File: config.mk
export PLATFORM = sky130hd
export DESIGN_NAME = voiced_plosive_envelope_flat
export DESIGN_NICKNAME = d
export VERILOG_FILES = /design/src/sv/vpe_pkg.sv /design/src/sv/vpe_stream_if.sv /design/src/sv/vpe_cfg.sv /design/src/sv/vpe_ctrl.sv /design/src/sv/vpe_datapath.sv /design/src/sv/voiced_plosive_envelope.sv /design/src/flat_wrapper.sv
export SDC_FILE = /design/constraint.sdc
export NUM_CORES = 2
export LEC_CHECK = 0
export ABC_AREA = 1
export BUFFER_PORTS_ARGS = -buffer_cell sky130_fd_sc_hd__buf_2
export CAP_MARGIN = 20
export CORE_UTILIZATION = 30
export CTS_CLUSTER_SIZE = 14
export DETAILED_ROUTE_END_ITERATION = 10
export SLEW_MARGIN = 20
export SYNTH_ARGS = -nofsm -noshare
export SYNTH_HDL_FRONTEND = slang
export SYNTH_SLANG_ARGS = --single-unit
File: constraint.sdc
create_clock -name clk -period 15.9 [get_ports clk]
set_input_delay 0.795 -clock clk [delete_from_list [all_inputs] [get_ports clk]]
set_output_delay 0.795 -clock clk [all_outputs]
set_load 0.02 [all_outputs]
File: src/sv/vpe_pkg.sv
// Shared types, constants and command codes for the voiced plosive envelope.
package vpe_pkg;

  localparam int CFG_INDEX_BITS = 3;
  localparam int CFG_DATA_BITS  = 16;
  localparam int FRAMES_BITS    = 16;
  localparam int RAMP_BITS      = 9;
  localparam int Q16_BITS       = 16;
  localparam int DECAY_BITS     = 17;
  localparam int SMOOTH_BITS    = 17;
  localparam int LP_BITS        = 24;
  localparam int MUL_A_BITS     = 33;
  localparam int MUL_B_BITS     = 18;
  localparam int PROD_BITS      = MUL_A_BITS + MUL_B_BITS;
  localparam int DIV_STEPS      = 8;
  localparam int DIV_CNT_BITS   = 3;

  localparam logic [SMOOTH_BITS-1:0] ONE_Q16  = 17'h10000;
  localparam logic [MUL_B_BITS-1:0]  SMOOTH_K = 18'h30000;
  localparam logic signed [PROD_BITS-1:0] ROUND16 = PROD_BITS'(64'd1 << 15);
  localparam logic signed [PROD_BITS-1:0] ROUND32 = PROD_BITS'(64'd1 << 31);

  typedef enum logic [CFG_INDEX_BITS-1:0] {
    REG_CLOSURE_FRAMES = 3'd0,
    REG_BURST_FRAMES   = 3'd1,
    REG_BURST_RAMP     = 3'd2,
    REG_CLOSURE_RAMP   = 3'd3,
    REG_LOWPASS_COEFF  = 3'd4,
    REG_VOICING_GAIN   = 3'd5,
    REG_DECAY_STEP     = 3'd6
  } cfg_reg_t;

  typedef struct packed {
    logic [FRAMES_BITS-1:0] closure_frames;
    logic [FRAMES_BITS-1:0] burst_frames;
    logic [RAMP_BITS-1:0]   burst_ramp;
    logic [RAMP_BITS-1:0]   closure_ramp;
    logic [Q16_BITS-1:0]    lowpass_coeff;
    logic [Q16_BITS-1:0]    voicing_gain;
    logic [Q16_BITS-1:0]    decay_step;
  } cfg_t;

  localparam cfg_t CFG_RST = '{
    closure_frames: 16'd480,
    burst_frames:   16'd960,
    burst_ramp:     9'd48,
    closure_ramp:   9'd48,
    lowpass_coeff:  16'd61374,
    voicing_gain:   16'd16384,
    decay_step:     16'd65106
  };

  typedef enum logic [4:0] {
    OP_NOP,
    OP_CAPTURE,
    OP_LP_MX,
    OP_LP_MC,
    OP_LP_SUM,
    OP_RAMP,
    OP_DIV,
    OP_SQ,
    OP_SMUL,
    OP_SRND,
    OP_MUL_GAIN,
    OP_MUL_NOISE,
    OP_MUL_SA,
    OP_MUL_SB,
    OP_MUL_DECAY,
    OP_ROUND,
    OP_DECAY_MUL,
    OP_DECAY_SET,
    OP_FINAL
  } op_t;

  typedef struct packed {
    op_t  op;
    logic ramp_b;
  } dp_cmd_t;

  typedef struct packed {
    logic past;
    logic closure;
    logic done_a;
    logic done_b;
  } dp_status_t;

endpackage

File: src/sv/vpe_stream_if.sv
// Valid/ready channel interfaces for the input and result transfers.
interface vpe_in_if #(parameter int SAMPLE_BITS = 16);
  logic                          valid;
  logic                          ready;
  logic signed [SAMPLE_BITS-1:0] excitation_sample;
  logic signed [SAMPLE_BITS-1:0] noise_sample;

  modport source (output valid, excitation_sample, noise_sample, input ready);
  modport sink (input valid, excitation_sample, noise_sample, output ready);
endinterface

interface vpe_out_if #(parameter int SAMPLE_BITS = 16);
  logic                          valid;
  logic                          ready;
  logic signed [SAMPLE_BITS-1:0] out_sample;
  logic                          gesture_end;
  logic                          overrun;

  modport source (output valid, out_sample, gesture_end, overrun, input ready);
  modport sink (input valid, out_sample, gesture_end, overrun, output ready);
endinterface

File: src/sv/vpe_cfg.sv
// Configuration register bank with write-only port.
module vpe_cfg
  import vpe_pkg::*;
(
  input  logic                      clk,
  input  logic                      rst,
  input  logic                      cfg_we,
  input  logic [CFG_INDEX_BITS-1:0] cfg_index,
  input  logic [CFG_DATA_BITS-1:0]  cfg_data,
  output cfg_t                      cfg
);

  always_ff @(posedge clk) begin
    if (rst) begin
      cfg <= CFG_RST;
    end else if (cfg_we) begin
      unique case (cfg_index)
        REG_CLOSURE_FRAMES: cfg.closure_frames <= cfg_data;
        REG_BURST_FRAMES:   cfg.burst_frames   <= cfg_data;
        REG_BURST_RAMP:     cfg.burst_ramp     <= cfg_data[RAMP_BITS-1:0];
        REG_CLOSURE_RAMP:   cfg.closure_ramp   <= cfg_data[RAMP_BITS-1:0];
        REG_LOWPASS_COEFF:  cfg.lowpass_coeff  <= cfg_data;
        REG_VOICING_GAIN:   cfg.voicing_gain   <= cfg_data;
        REG_DECAY_STEP:     cfg.decay_step     <= cfg_data;
        default: ;
      endcase
    end
  end

endmodule

File: src/sv/vpe_ctrl.sv
// Sequencing state machine: steps the datapath through one frame.
module vpe_ctrl
  import vpe_pkg::*;
(
  input  logic       clk,
  input  logic       rst,
  input  logic       in_valid,
  output logic       in_ready,
  output logic       out_valid,
  input  logic       out_ready,
  input  dp_status_t status,
  output dp_cmd_t    cmd
);

  typedef enum logic [4:0] {
    S_IDLE, S_LP0, S_LP1, S_LP2, S_RAMP, S_DIV, S_SQ, S_SMUL, S_SRND,
    S_M1, S_R1, S_M2, S_R2, S_M3, S_R3, S_DMUL, S_DSET, S_FINAL
  } state_t;

  localparam logic [DIV_CNT_BITS-1:0] DIV_LAST = DIV_CNT_BITS'(DIV_STEPS - 1);

  state_t                  state;
  logic                    ramp_b;
  logic [DIV_CNT_BITS-1:0] div_cnt;
  logic                    ramp_done;
  logic                    out_free;

  assign in_ready  = (state == S_IDLE);
  assign ramp_done = ramp_b ? status.done_b : status.done_a;
  assign out_free  = !out_valid || out_ready;

  always_ff @(posedge clk) begin
    if (rst) begin
      state     <= S_IDLE;
      ramp_b    <= 1'b0;
      div_cnt   <= '0;
      out_valid <= 1'b0;
    end else begin
      if (out_valid && out_ready && state != S_FINAL) out_valid <= 1'b0;
      unique case (state)
        S_IDLE: if (in_valid) state <= S_LP0;
        S_LP0:  state <= status.past ? S_FINAL : S_LP1;
        S_LP1:  state <= S_LP2;
        S_LP2: begin
          ramp_b <= 1'b0;
          state  <= S_RAMP;
        end
        S_RAMP: begin
          div_cnt <= '0;
          if (!ramp_done) begin
            state <= S_DIV;
          end else if (ramp_b) begin
            state <= S_M1;
          end else begin
            ramp_b <= 1'b1;
          end
        end
        S_DIV: begin
          div_cnt <= div_cnt + 1'b1;
          if (div_cnt == DIV_LAST) state <= S_SQ;
        end
        S_SQ:   state <= S_SMUL;
        S_SMUL: state <= S_SRND;
        S_SRND: begin
          if (ramp_b) begin
            state <= S_M1;
          end else begin
            ramp_b <= 1'b1;
            state  <= S_RAMP;
          end
        end
        S_M1: state <= S_R1;
        S_R1: state <= S_M2;
        S_M2: state <= S_R2;
        S_R2: state <= S_M3;
        S_M3: state <= S_R3;
        S_R3: state <= (!status.closure && status.done_a) ? S_DMUL : S_FINAL;
        S_DMUL: state <= S_DSET;
        S_DSET: state <= S_FINAL;
        S_FINAL: begin
          if (out_free) begin
            out_valid <= 1'b1;
            state     <= S_IDLE;
          end
        end
        default: state <= S_IDLE;
      endcase
    end
  end

  always_comb begin
    cmd.op     = OP_NOP;
    cmd.ramp_b = ramp_b;
    unique case (state)
      S_IDLE:  if (in_valid) cmd.op = OP_CAPTURE;
      S_LP0:   if (!status.past) cmd.op = OP_LP_MX;
      S_LP1:   cmd.op = OP_LP_MC;
      S_LP2:   cmd.op = OP_LP_SUM;
      S_RAMP:  cmd.op = OP_RAMP;
      S_DIV:   cmd.op = OP_DIV;
      S_SQ:    cmd.op = OP_SQ;
      S_SMUL:  cmd.op = OP_SMUL;
      S_SRND:  cmd.op = OP_SRND;
      S_M1:    cmd.op = status.closure ? OP_MUL_GAIN : OP_MUL_NOISE;
      S_M2:    cmd.op = status.closure ? OP_MUL_SA : OP_MUL_SB;
      S_M3:    cmd.op = status.closure ? OP_MUL_SB : OP_MUL_DECAY;
      S_R1, S_R2, S_R3: cmd.op = OP_ROUND;
      S_DMUL:  cmd.op = OP_DECAY_MUL;
      S_DSET:  cmd.op = OP_DECAY_SET;
      S_FINAL: if (out_free) cmd.op = OP_FINAL;
      default: cmd.op = OP_NOP;
    endcase
  end

endmodule

File: src/sv/vpe_datapath.sv
// Datapath: frame state, shared multiplier, ramp divider and output register.
module vpe_datapath
  import vpe_pkg::*;
#(
  parameter int SAMPLE_BITS = 16,
  parameter int COUNT_BITS  = 17
)
(
  input  logic                          clk,
  input  logic                          rst,
  input  cfg_t                          cfg,
  input  dp_cmd_t                       cmd,
  input  logic signed [SAMPLE_BITS-1:0] excitation_sample,
  input  logic signed [SAMPLE_BITS-1:0] noise_sample,
  output dp_status_t                    status,
  output logic signed [SAMPLE_BITS-1:0] out_sample,
  output logic                          gesture_end,
  output logic                          overrun
);

  localparam int FRAC = LP_BITS - SAMPLE_BITS;
  localparam int CW   = (COUNT_BITS > FRAMES_BITS + 1) ? COUNT_BITS : FRAMES_BITS + 1;
  localparam logic [COUNT_BITS-1:0] COUNT_MAX = {COUNT_BITS{1'b1}};
  localparam logic signed [MUL_A_BITS-1:0] HALF_F = MUL_A_BITS'((64'd1 << FRAC) >> 1);
  localparam logic signed [MUL_A_BITS-1:0] SAT_HI =
    MUL_A_BITS'((64'd1 << (SAMPLE_BITS - 1)) - 64'd1);
  localparam logic signed [MUL_A_BITS-1:0] SAT_LO = ~SAT_HI;

  // frame state
  logic [COUNT_BITS-1:0]          frame_index;
  logic signed [LP_BITS-1:0]      lowpass_level;
  logic [DECAY_BITS-1:0]          decay_level;

  // per-frame working registers
  logic signed [SAMPLE_BITS-1:0]  x_s;
  logic signed [SAMPLE_BITS-1:0]  noise_s;
  logic                           past, closure, last, done_a, done_b;
  logic [FRAMES_BITS-1:0]         n_a, n_b;
  logic [RAMP_BITS-1:0]           ramp_len;
  logic [RAMP_BITS-1:0]           rem;
  logic [Q16_BITS-1:0]            quot;
  logic [SMOOTH_BITS-1:0]         s_a, s_b;
  logic signed [PROD_BITS-1:0]    acc, prod;
  logic signed [MUL_A_BITS-1:0]   res;

  // frame classification
  logic [CW-1:0]                  frame_w, cf_w, total_w, local_w, nb_cl_w, nb_bu_w;
  logic                           c_past, c_closure, c_last;
  logic [FRAMES_BITS-1:0]         c_na, c_nb;
  logic [RAMP_BITS-1:0]           c_ramp_raw, c_ramp;

  always_comb begin
    frame_w    = CW'(frame_index);
    cf_w       = CW'(cfg.closure_frames);
    total_w    = CW'(cfg.closure_frames) + CW'(cfg.burst_frames);
    local_w    = frame_w - cf_w;
    nb_cl_w    = cf_w - CW'(1) - frame_w;
    nb_bu_w    = total_w - CW'(1) - frame_w;
    c_past     = frame_w >= total_w;
    c_closure  = frame_w < cf_w;
    c_last     = frame_w == (total_w - CW'(1));
    c_na       = c_closure ? frame_w[FRAMES_BITS-1:0] : local_w[FRAMES_BITS-1:0];
    c_nb       = c_closure ? nb_cl_w[FRAMES_BITS-1:0] : nb_bu_w[FRAMES_BITS-1:0];
    c_ramp_raw = c_closure ? cfg.closure_ramp : cfg.burst_ramp;
    c_ramp     = (c_ramp_raw == '0) ? RAMP_BITS'(1) : c_ramp_raw;
  end

  // ramp position divider, two quotient bits a cycle
  logic [RAMP_BITS:0]   r1, d1, r2, d2;
  logic                 ge1, ge2;
  logic [FRAMES_BITS-1:0] n_sel;

  always_comb begin
    n_sel = cmd.ramp_b ? n_b : n_a;
    r1    = {rem, 1'b0};
    ge1   = r1 >= {1'b0, ramp_len};
    d1    = ge1 ? r1 - {1'b0, ramp_len} : r1;
    r2    = {d1[RAMP_BITS-1:0], 1'b0};
    ge2   = r2 >= {1'b0, ramp_len};
    d2    = ge2 ? r2 - {1'b0, ramp_len} : r2;
  end

  // shared multiplier, signed A by unsigned B
  logic signed [MUL_A_BITS-1:0]   mul_a;
  logic [MUL_B_BITS-1:0]          mul_b;
  logic signed [PROD_BITS-1:0]    mul_full;
  logic signed [LP_BITS-1:0]      x_wide;

  assign x_wide = LP_BITS'(x_s) <<< FRAC;

  always_comb begin
    mul_a = '0;
    mul_b = '0;
    case (cmd.op)
      OP_LP_MX: begin
        mul_a = MUL_A_BITS'(x_wide);
        mul_b = MUL_B_BITS'(ONE_Q16 - SMOOTH_BITS'(cfg.lowpass_coeff));
      end
      OP_LP_MC: begin
        mul_a = MUL_A_BITS'(lowpass_level);
        mul_b = MUL_B_BITS'(cfg.lowpass_coeff);
      end
      OP_SQ: begin
        mul_a = MUL_A_BITS'(quot);
        mul_b = MUL_B_BITS'(quot);
      end
      OP_SMUL: begin
        mul_a = prod[MUL_A_BITS-1:0];
        mul_b = SMOOTH_K - {1'b0, quot, 1'b0};
      end
      OP_MUL_GAIN: begin
        mul_a = MUL_A_BITS'(lowpass_level);
        mul_b = MUL_B_BITS'(cfg.voicing_gain);
      end
      OP_MUL_NOISE: begin
        mul_a = MUL_A_BITS'(noise_s);
        mul_b = MUL_B_BITS'(s_a);
      end
      OP_MUL_SA: begin
        mul_a = res;
        mul_b = MUL_B_BITS'(s_a);
      end
      OP_MUL_SB: begin
        mul_a = res;
        mul_b = MUL_B_BITS'(s_b);
      end
      OP_MUL_DECAY: begin
        mul_a = res;
        mul_b = MUL_B_BITS'(decay_level);
      end
      OP_DECAY_MUL: begin
        mul_a = MUL_A_BITS'(decay_level);
        mul_b = MUL_B_BITS'(cfg.decay_step);
      end
      default: ;
    endcase
  end

  assign mul_full = mul_a * $signed({1'b0, mul_b});

  // round-half-up shifts
  logic signed [PROD_BITS-1:0]    rnd16, lp_sum, srnd;
  logic signed [MUL_A_BITS-1:0]   fin_v;
  logic signed [MUL_A_BITS-1:0]   sat_v;

  always_comb begin
    rnd16  = prod + ROUND16;
    lp_sum = acc + prod + ROUND16;
    srnd   = prod + ROUND32;
    fin_v  = closure ? ((res + HALF_F) >>> FRAC) : res;
    if (fin_v > SAT_HI) begin
      sat_v = SAT_HI;
    end else if (fin_v < SAT_LO) begin
      sat_v = SAT_LO;
    end else begin
      sat_v = fin_v;
    end
  end

  always_ff @(posedge clk) begin
    if (rst) begin
      frame_index   <= '0;
      lowpass_level <= '0;
      decay_level   <= DECAY_BITS'(ONE_Q16);
    end else begin
      unique case (cmd.op)
        OP_NOP: ;
        OP_CAPTURE: begin
          x_s      <= excitation_sample;
          noise_s  <= noise_sample;
          past     <= c_past;
          closure  <= c_closure;
          last     <= c_last;
          n_a      <= c_na;
          n_b      <= c_nb;
          ramp_len <= c_ramp;
          done_a   <= c_na >= FRAMES_BITS'(c_ramp);
          done_b   <= c_nb >= FRAMES_BITS'(c_ramp);
        end
        OP_LP_MX: prod <= mul_full[PROD_BITS-1:0];
        OP_LP_MC: begin
          acc  <= prod;
          prod <= mul_full[PROD_BITS-1:0];
        end
        OP_LP_SUM: lowpass_level <= lp_sum[Q16_BITS +: LP_BITS];
        OP_RAMP: begin
          rem  <= n_sel[RAMP_BITS-1:0];
          quot <= '0;
          if (cmd.ramp_b ? done_b : done_a) begin
            if (cmd.ramp_b) s_b <= ONE_Q16;
            else            s_a <= ONE_Q16;
          end
        end
        OP_DIV: begin
          rem  <= d2[RAMP_BITS-1:0];
          quot <= {quot[Q16_BITS-3:0], ge1, ge2};
        end
        OP_SQ, OP_SMUL, OP_MUL_GAIN, OP_MUL_NOISE, OP_MUL_SA, OP_MUL_SB,
        OP_MUL_DECAY, OP_DECAY_MUL: prod <= mul_full[PROD_BITS-1:0];
        OP_SRND: begin
          if (cmd.ramp_b) s_b <= srnd[32 +: SMOOTH_BITS];
          else            s_a <= srnd[32 +: SMOOTH_BITS];
        end
        OP_ROUND:     res <= rnd16[Q16_BITS +: MUL_A_BITS];
        OP_DECAY_SET: decay_level <= rnd16[Q16_BITS +: DECAY_BITS];
        OP_FINAL: begin
          if (past) begin
            out_sample  <= '0;
            gesture_end <= 1'b0;
            overrun     <= 1'b1;
          end else begin
            out_sample  <= sat_v[SAMPLE_BITS-1:0];
            gesture_end <= last;
            overrun     <= 1'b0;
            if (frame_index != COUNT_MAX) frame_index <= frame_index + 1'b1;
          end
        end
        default: ;
      endcase
    end
  end

  assign status.past    = past;
  assign status.closure = closure;
  assign status.done_a  = done_a;
  assign status.done_b  = done_b;

endmodule

File: src/sv/voiced_plosive_envelope.sv
// Voiced plosive envelope: top level joining config bank, sequencer and datapath.
//
// One excitation/noise pair enters on in_ch per audio frame and one shaped sample
// leaves on out_ch, flagged with gesture_end on the last frame and overrun past it.
// Configuration is to be written through cfg_we/cfg_index/cfg_data only while the
// block is idle; the user must see to this, as the block does not enforce it.
// The block works on one frame at a time; in_ch.ready is high only when idle.
// Each frame in the gesture updates the lowpass, takes a 16-bit ramp position from
// a two-bit-per-cycle divider and then smoothstep on the shared 33x18 multiplier for
// each ramp in progress, forms the envelope products and, in the burst after its
// attack, updates the decay. A frame past the end of the gesture skips all of this.
// The result sits in an output register; a new frame is accepted while it waits,
// and that frame's result is held back until the previous transfer completes.
// Reset (synchronous, active high) restores register defaults, clears the frame
// counter and lowpass, and sets the decay to one.
module voiced_plosive_envelope
  import vpe_pkg::*;
#(
  parameter int SAMPLE_BITS = 16,
  parameter int COUNT_BITS  = 17
)
(
  input  logic                      clk,
  input  logic                      rst,
  vpe_in_if.sink                    in_ch,
  vpe_out_if.source                 out_ch,
  input  logic                      cfg_we,
  input  logic [CFG_INDEX_BITS-1:0] cfg_index,
  input  logic [CFG_DATA_BITS-1:0]  cfg_data
);

  cfg_t                          cfg;
  dp_cmd_t                       cmd;
  dp_status_t                    status;
  logic                          in_ready;
  logic                          out_valid;
  logic signed [SAMPLE_BITS-1:0] out_sample;
  logic                          gesture_end;
  logic                          overrun;

  vpe_cfg u_cfg (
    .clk       (clk),
    .rst       (rst),
    .cfg_we    (cfg_we),
    .cfg_index (cfg_index),
    .cfg_data  (cfg_data),
    .cfg       (cfg)
  );

  vpe_ctrl u_ctrl (
    .clk       (clk),
    .rst       (rst),
    .in_valid  (in_ch.valid),
    .in_ready  (in_ready),
    .out_valid (out_valid),
    .out_ready (out_ch.ready),
    .status    (status),
    .cmd       (cmd)
  );

  vpe_datapath #(
    .SAMPLE_BITS (SAMPLE_BITS),
    .COUNT_BITS  (COUNT_BITS)
  ) u_datapath (
    .clk               (clk),
    .rst               (rst),
    .cfg               (cfg),
    .cmd               (cmd),
    .excitation_sample (in_ch.excitation_sample),
    .noise_sample      (in_ch.noise_sample),
    .status            (status),
    .out_sample        (out_sample),
    .gesture_end       (gesture_end),
    .overrun           (overrun)
  );

  assign in_ch.ready        = in_ready;
  assign out_ch.valid       = out_valid;
  assign out_ch.out_sample  = out_sample;
  assign out_ch.gesture_end = gesture_end;
  assign out_ch.overrun     = overrun;

endmodule
File: src/flat_wrapper.sv
// flat-port wrapper written by rule: the top's interface ports become plain ports
module voiced_plosive_envelope_flat import vpe_pkg::*;
#(
  parameter int SAMPLE_BITS = 16,
  parameter int COUNT_BITS  = 17
)
  (clk, rst, cfg_we, cfg_index, cfg_data, in_ch_valid, in_ch_excitation_sample, in_ch_noise_sample, in_ch_ready, out_ch_valid, out_ch_out_sample, out_ch_gesture_end, out_ch_overrun, out_ch_ready);
  vpe_in_if #(.SAMPLE_BITS(SAMPLE_BITS)) in_ch_i ();
  vpe_out_if #(.SAMPLE_BITS(SAMPLE_BITS)) out_ch_i ();
  input  logic clk;
  input  logic rst;
  input  logic cfg_we;
  input  logic [CFG_INDEX_BITS-1:0] cfg_index;
  input  logic [CFG_DATA_BITS-1:0] cfg_data;
  input wire logic [$bits(in_ch_i.valid)-1:0] in_ch_valid;
  input wire logic [$bits(in_ch_i.excitation_sample)-1:0] in_ch_excitation_sample;
  input wire logic [$bits(in_ch_i.noise_sample)-1:0] in_ch_noise_sample;
  output wire logic [$bits(in_ch_i.ready)-1:0] in_ch_ready;
  output wire logic [$bits(out_ch_i.valid)-1:0] out_ch_valid;
  output wire logic [$bits(out_ch_i.out_sample)-1:0] out_ch_out_sample;
  output wire logic [$bits(out_ch_i.gesture_end)-1:0] out_ch_gesture_end;
  output wire logic [$bits(out_ch_i.overrun)-1:0] out_ch_overrun;
  input wire logic [$bits(out_ch_i.ready)-1:0] out_ch_ready;
  assign in_ch_i.valid = in_ch_valid;
  assign in_ch_i.excitation_sample = in_ch_excitation_sample;
  assign in_ch_i.noise_sample = in_ch_noise_sample;
  assign in_ch_ready = in_ch_i.ready;
  assign out_ch_valid = out_ch_i.valid;
  assign out_ch_out_sample = out_ch_i.out_sample;
  assign out_ch_gesture_end = out_ch_i.gesture_end;
  assign out_ch_overrun = out_ch_i.overrun;
  assign out_ch_i.ready = out_ch_ready;
  voiced_plosive_envelope #(.SAMPLE_BITS(SAMPLE_BITS), .COUNT_BITS(COUNT_BITS)) u_core (.clk(clk), .rst(rst), .in_ch(in_ch_i), .out_ch(out_ch_i), .cfg_we(cfg_we), .cfg_index(cfg_index), .cfg_data(cfg_data));
endmodule
Word level (Yosys, flattened, before mapping)
Index checks and enable logic that the tools add are counted. W data, S select, Z words.

Register bits after elaboration: 429.

$add $sub $neg: 17. Multiply operators: 1. Magnitude comparators: 8. Equality and inequality tests: 55. Muxes and demuxes: 46. Bitwise operators: 2. Reduce and logical (&&, ||, !) cells: 37.

Operators with widths (count): $pmux W33 S7 (1); $pmux W18 S9 (1); $mux W17 (6); $pmux W5 S18 (1); $eq A5 B4 Y1 const B (16); $pmux W5 S16 (1); $pmux W17 S2 (2); $add A49 B17 Y49 const B (1); $add A49 B33 Y49 const B (1); $mul A33 B19 Y49 (1); $mux W16 (3); $sub A16 B16 Y16 (3); $mux W9 (5); $add A40 B17 Y40 const B (1); $add A40 B40 Y40 (1); $eq A5 B3 Y1 const B (8); $mux W5 (8); $add A33 B9 Y33 const B (1); $gt A33 B16 Y1 const B (1); $lt A33 B16 Y1 const B (1); $mux W33 (1); $ge A16 B9 Y1 (2); $pmux W16 S2 (1); $reduce_and A2 Y1 (14); 45 further kinds (85).

Depth between registers and ports, before layout
Word-level depth: 8. Gate-level depth with buffers: 44. Mapped depth without buffers: 40.

Cells and area by module
A second synthesis with hierarchy kept.

Cell total of the unflattened synthesis: 6662. Area, all modules: 50325.8 um2.

By module, submodules not included: vpe_datapath (times used 1, cells each 5989, area each 45605.0 um2, sequential area each 9058.7 um2); vpe_cfg (times used 1, cells each 526, area each 3796.1 um2, sequential area each 1961.9 um2); vpe_ctrl (times used 1, cells each 147, area each 924.6 um2, sequential area each 200.2 um2).

Worst setup path before layout
OpenSTA, ideal clock, no wires.

Kind: input-to-reg. Start: in out_ch_ready. End: reg u_core.u_datapath.prod[41], data pin. Setup time: 0.252 ns. Arrival: 7.200 ns. Required time: 15.648 ns. Slack: 8.448 ns. Cell stages on the path: 39. Buffers on the path: 4. Cell sequence: inv_1 nand2_1 nand4_1 nand2_1 nor2_1 nand2_2 nand2_2 o21bai_4 buf_4 buf_4 nand2_1 o211ai_2 buf_2 nand2_1 fa_1 inv_1 fa_1 inv_1 [3 not listed] fa_1 inv_1 fa_1 inv_1 ha_1 clkbuf_1 nand2_1 nor2_1 inv_1 nor4_1 nand2_1 nand3_1 nand2_1 o211ai_1 a21oi_1 nand3b_1 nand3_1 nand2_1.

Longest elaborated chain between the ends: 7. Elaborated cells between the ends (all ways): 19. Classes of those cells: 1 x mul; 10 x eq/ne; 4 x mux; 4 x reduce/logical.

RTL lines: start, declared (line flat_wrapper.sv:23) `input wire logic [$bits(out_ch_i.ready)-1:0] out_ch_ready;`; $logic_or A1 B1 Y1 * (line vpe_ctrl.sv:30) `assign out_free = !out_valid || out_ready;`; $mux W5 * (line vpe_ctrl.sv:110) `S_FINAL: if (out_free) cmd.op = OP_FINAL;`; $pmux W5 S16 * (line vpe_ctrl.sv:94) `unique case (state)`; $eq A5 B4 Y1 or $eq A5 B2 Y1 (tied branches) (line vpe_datapath.sv:94) `case (cmd.op)`; $reduce_or A3 Y1 (no source line) or $reduce_or A2 Y1 (tied branches); $pmux W33 S7 or $pmux W18 S9 (tied branches) (line vpe_datapath.sv:94); $mul A33 B19 Y49 * (line vpe_datapath.sv:139) `assign mul_full = mul_a * $signed({1'b0, mul_b});`; named net u_core.u_datapath.mul_full[41] (line vpe_datapath.sv:86) `logic signed [PROD_BITS-1:0] mul_full;`; end signal, assigned (line vpe_datapath.sv:180) `OP_LP_MX: prod <= mul_full[PROD_BITS-1:0];`; end signal, assigned (line vpe_datapath.sv:183) `prod <= mul_full[PROD_BITS-1:0];`; end signal, assigned (line vpe_datapath.sv:199) `OP_MUL_DECAY, OP_DECAY_MUL: prod <= mul_full[PROD_BITS-1:0];`; end, declared (line vpe_datapath.sv:43) `logic signed [PROD_BITS-1:0] acc, prod;`.

Mark *: on every way through the listed nets, which the timed path passes. The rest lies on a longest branch. A chain may end at the register's enable or synchronous reset.

Worst setup path after layout
Start: reg u_core.u_ctrl.state[0]. End: reg u_core.u_datapath.prod[46], data pin.

Longest elaborated chain between the ends: 7. Elaborated cells between the ends (all ways): 36. Classes of those cells: 1 x mul; 27 x eq/ne; 3 x mux; 5 x reduce/logical.

RTL lines: start, declared (line vpe_ctrl.sv:22) `state_t state;`; start signal, assigned (line vpe_ctrl.sv:42) `S_LP0: state <= status.past ? S_FINAL : S_LP1;`; start signal, assigned (line vpe_ctrl.sv:77) `S_R3: state <= (!status.closure && status.done_a) ? S_DMUL : S_FINAL;`; $eq A5 B4 Y1 (line vpe_ctrl.sv:94); $reduce_or A3 Y1 (line vpe_ctrl.sv:94); $pmux W5 S16 * (line vpe_ctrl.sv:94); $eq A5 B4 Y1 or $eq A5 B2 Y1 (tied branches) (line vpe_datapath.sv:94); $reduce_or A3 Y1 (no source line) or $reduce_or A2 Y1 (tied branches); $pmux W33 S7 or $pmux W18 S9 (tied branches) (line vpe_datapath.sv:94); $mul A33 B19 Y49 * (line vpe_datapath.sv:139); named net u_core.u_datapath.mul_full[46] (line vpe_datapath.sv:86).

Marks and branches as above.

==> summary.md <==
| Metric | Value |
|---|---|
| Outcome | finished clean |
| Rel. slew slack | 27.5% |
| Total grt overflow | 0 |
| Worst hold path type | input port to flop |
| WP data required | 16.27 ns |
| Post-CTS Resized | 0 |
| Hold Vio Cnt, Final | 0 |
| Design Area, Final | 0.0525 mm² |
| Synth Net Count | 7020 |
| Most used cell, CP | fa_1 |
| RSZ-0062 raised after global routing | false |
| DRC violations left | 0 |
| Mapped Cells | 6087 |
| First-pass GRT wire length | 257 mm |
| Critical Path End Type | flop |
| Filler cell count | roughly 17000 |
| Top delay family on crit path | adder cells |
| Nets | 7031 |
| Period minus WS final | 9.73 ns |
| Post-CTS Hold Fix Bufs | 0 |
| Crit-path max cell delay | approximately 0.65 ns |
| DIE WIDTH | 403 µm |
| Post-synth EDFFs | 263 |
| Post-DP Area | 0.0509 mm² |
| GPL Wtd Cong | 0.977 |
| Number of buffers added on ports | 75 |
| Critical Path AT | 10.10 ns |
| Worst reg2reg endpoint | u_core.u_datapath.prod[46] |
| PwrDens | 69.7 mW/mm² |
| Ys async rst share | 0% |
| Post-synth top area cell | fa_1 |
| Kind of critical path | flop to flop |
| Crit-path max FO | 30 |
| Final setup fails | 0 |
| DR vias/cell | 5.03 |
| Worst r2r src | u_core.u_ctrl.state[0] |
| Total number of vias | 41262 |
| Post CTS Setup Buffer Count | 0 |
| Reg clk slew, reported paths | 0.07 ns |
| Worst-margin pin slew | 1.08 ns |
| Area Overhead vs Synth | 9.01% |
| Routed len/inst | roughly 21 µm |
| Hold Path End | u_core.u_datapath.x_s[0] |
| Hold Crit Start | in_ch_excitation_sample[0] |
| Row cnt | 146 |
| Hpwl dp | 139 mm |
| Starting DRC count in detailed routing | 3974 |
| Drt pass-1 iters | 7 |
| Synth Register Bits | 429 |
| Synth warn | 0 |
| Vias in the first global route | 41015 |
| Total GRT Usage | 20.9% |
| Htree depth | 2 |
| Top cells by area, synth | fa_1, edfxtp_1, inv_1 |
| Layout cell share with drive strength beyond 1 | 5.72% |
| CP Buf/Inv Count | 8 |
| Worst Skew | 0.0552 ns |
| Top FF cell, synth | edfxtp_1 |
| Clk Latency, worst-skew pair | 0.64 ns |
| Post-route clock period utilization | about three fifths |
| Post-Syn Area | 0.0482 mm² |
| Startpoint class of the critical path | flop |
| Top Ports | 76 |
| Post-route setup TNS | 0 ns |
| Register area share after synthesis | 23.3% |
| CTS buffer count | 48 |
| Post-DRT Antenna Nets | 0 |
| R2r setup slk | 6.17 ns |
| Routed wire length | 171 mm |
| Largest net degree at the start of global routing | 110 |
| Initial Util | 30.3% |
| CTS root buf | clkbuf_16 |
| CTS tree | yes |
| Die H | 403 µm |
| Maximum clock rate | slightly above 100 MHz |
| Slew Viols, Final | 0 |
| Max VDD drop | 0.0810 mV |
| Yosys top cell area share | approximately 23% |
| CP max stage cell | fa_1 |
| Initial antenna violation count | 6 |
| Hold Path Depth | 1 |
| Reg2Reg Depth | 33 |
| Die footprint | 0.162 mm² |
| CTS max path bufs | 3 |
| Leakage | roughly 25 nW |
| Unique cell type count in the Yosys netlist | 71 |
| Core box area | between 0.15 and 0.2 mm² |
| Avg Cell Area, Syn | just under 8 µm² |
| CTS Sinks | about 430 |
| Maxcap violations | 0 |
==> metal layers <==
metal | GRT usage [%] | vias up | wire length, µm
met5 | 0 | - | 35
met4 | 5.80 | 2 | 4970
met3 | 2.92 | 263 | 13600
met2 | 33.3 | 1612 | 76300
met1 | 29.4 | 20339 | 76300
li1 | - | 19046 | -
==> per-stage QoR <==
stage	instances	worst slack, ns	utilization (%)	power (mW)	hold slack, ns
3_3_place_gp	8120	6.28	32.0	2.46	0.433
5_1_grt	8209	5.71	33.1	3.83	0.314
3_5_place_dp	8120	6.34	32.0	2.47	0.438
2_1_floorplan	6087	8.45	-	2.06	0.421
4_1_cts	8209	6.31	33.1	3.67	0.299
6_report	8211	6.17	33.1	3.66	0.328
==> state kept, by name, summed over array words and instances (netlist names), 9 cells and up <==
name	cells
u_core.u_datapath.frame_index	17
u_core.u_datapath.s_b	17
u_core.u_datapath.prod	49
u_core.u_datapath.acc	40
u_core.u_datapath.quot	16
u_core.u_datapath.noise_s	16
u_core.u_datapath.ramp_len	9
u_core.u_datapath.lowpass_level	24
u_core.u_datapath.rem	9
u_core.u_datapath.n_a	9
u_core.u_datapath.decay_level	17
u_core.u_datapath.s_a	17
u_core.u_datapath.res	33
u_core.u_datapath.out_sample	16
u_core.u_datapath.n_b	9
u_core.u_datapath.x_s	16
u_core.u_cfg.cfg	98
==> worst max-delay path by stage <==
stage | from | endpoint | slack, ns | depth (start not counted)
after floorplan | out_ch_ready | u_core.u_datapath.prod[41] | 8.45 | 39
after global placement | u_core.u_ctrl.state[0] | u_core.u_datapath.prod[46] | 6.28 | 35
after detailed placement | u_core.u_ctrl.state[0] | u_core.u_datapath.prod[46] | 6.34 | 35
after CTS | u_core.u_ctrl.state[0] | u_core.u_datapath.prod[46] | 6.31 | 35
after global routing | u_core.u_ctrl.state[0] | u_core.u_datapath.prod[45] | 5.71 | 36
final | u_core.u_ctrl.state[0] | u_core.u_datapath.prod[46] | 6.17 | 33
==> synthesized netlist by cell type, drive strengths merged (6+ instances only) <==
cell type and count:
edfxtp 263, mux2i 9, o22ai 6, fa 557, a221oi 19, xor2 121, or2 21, nor3 61
o21ai 304, nand2 1126, a21oi 300, o21bai 16, xnor2 55, nand3 216, dfxtp 166, nor2 672
o21a 13, a21boi 10, o221ai 11, a21o 25, nor4 21, a31oi 40, o2111ai 10, ha 320
o211ai 58, nand3b 8, clkbuf 76, inv 1366, nand4 61, o31ai 7, buf 103, a211oi 11
==> layout make-up <==
type                            instances  area (µm²)  area share (%)
Multi-Input combinational cell       4113       31100            59.1
Inverter                             1366        5130            9.77
Clock buffer                           60        1310            2.49
Sequential cell                       429       11200            21.4
Timing Repair Buffer                  140         863            1.64
Tap cell                             2072        2590            4.93
Antenna cell                            2        5.00         0.00952
Clock inverter                         29         355           0.676
==> power by group <==
part | switching (mW) | internal (mW) | total (mW)
Combinational | 0.807 | 0.326 | 1.13
Sequential | 0.0713 | 1.26 | 1.33
Clock | 0.520 | 0.676 | 1.20
Total | 1.40 | 2.27 | 3.66
==> placed cells by master (no fill, tap or decap), types with 15 or more instances in the layout <==
| cell | synthesis | final |
|---|---|---|
| a31oi_1 | 39 | 39 |
| or2_2 | 21 | 21 |
| nor4_1 | 16 | 16 |
| dfxtp_1 | 166 | 166 |
| a21oi_1 | 300 | 298 |
| nand4_1 | 59 | 59 |
| o21bai_1 | 15 | 15 |
| fa_1 | 557 | 557 |
| nor2_1 | 658 | 653 |
| xnor2_1 | 55 | 55 |
| nor3_1 | 52 | 52 |
| o211ai_1 | 46 | 46 |
| buf_4 | 12 | 65 |
| inv_1 | 1342 | 1340 |
| nand2_1 | 1117 | 1116 |
| a221oi_1 | 19 | 19 |
| nand3_1 | 206 | 206 |
| ha_1 | 320 | 320 |
| a21o_1 | 25 | 25 |
| o21ai_0 | 298 | 298 |
| clkbuf_16 | 0 | 49 |
| inv_2 | 22 | 23 |
| buf_2 | 76 | 75 |
| edfxtp_1 | 263 | 263 |
| xor2_1 | 121 | 121 |
==> worst register-to-register path: cells and delay by family (launching register included) <==
| kind | cells | cell delay [ns] |
|---|---|---|
| simple gates | 15 | 3.20 |
| compound gates | 2 | 0.67 |
| fa+ha+maj | 7 | 3.69 |
| flops | 1 | 0.55 |
| xor+xnor | 1 | 0.18 |
| buf+inv | 8 | 1.20 |
==> kinds of logic after synthesis <==
group	after synthesis	synth area share (%)
buffers and inverters	1545	12.4
adders and majority gates	877	31.4
DFF	429	23.3
AOI/OAI and AO/OA	857	10.5
and+or+nand+nor	2194	18.9
xor gates and xnor gates	176	3.20
muxes	9	0.187
No activity file was read; power rests on OpenSTA's default activity.
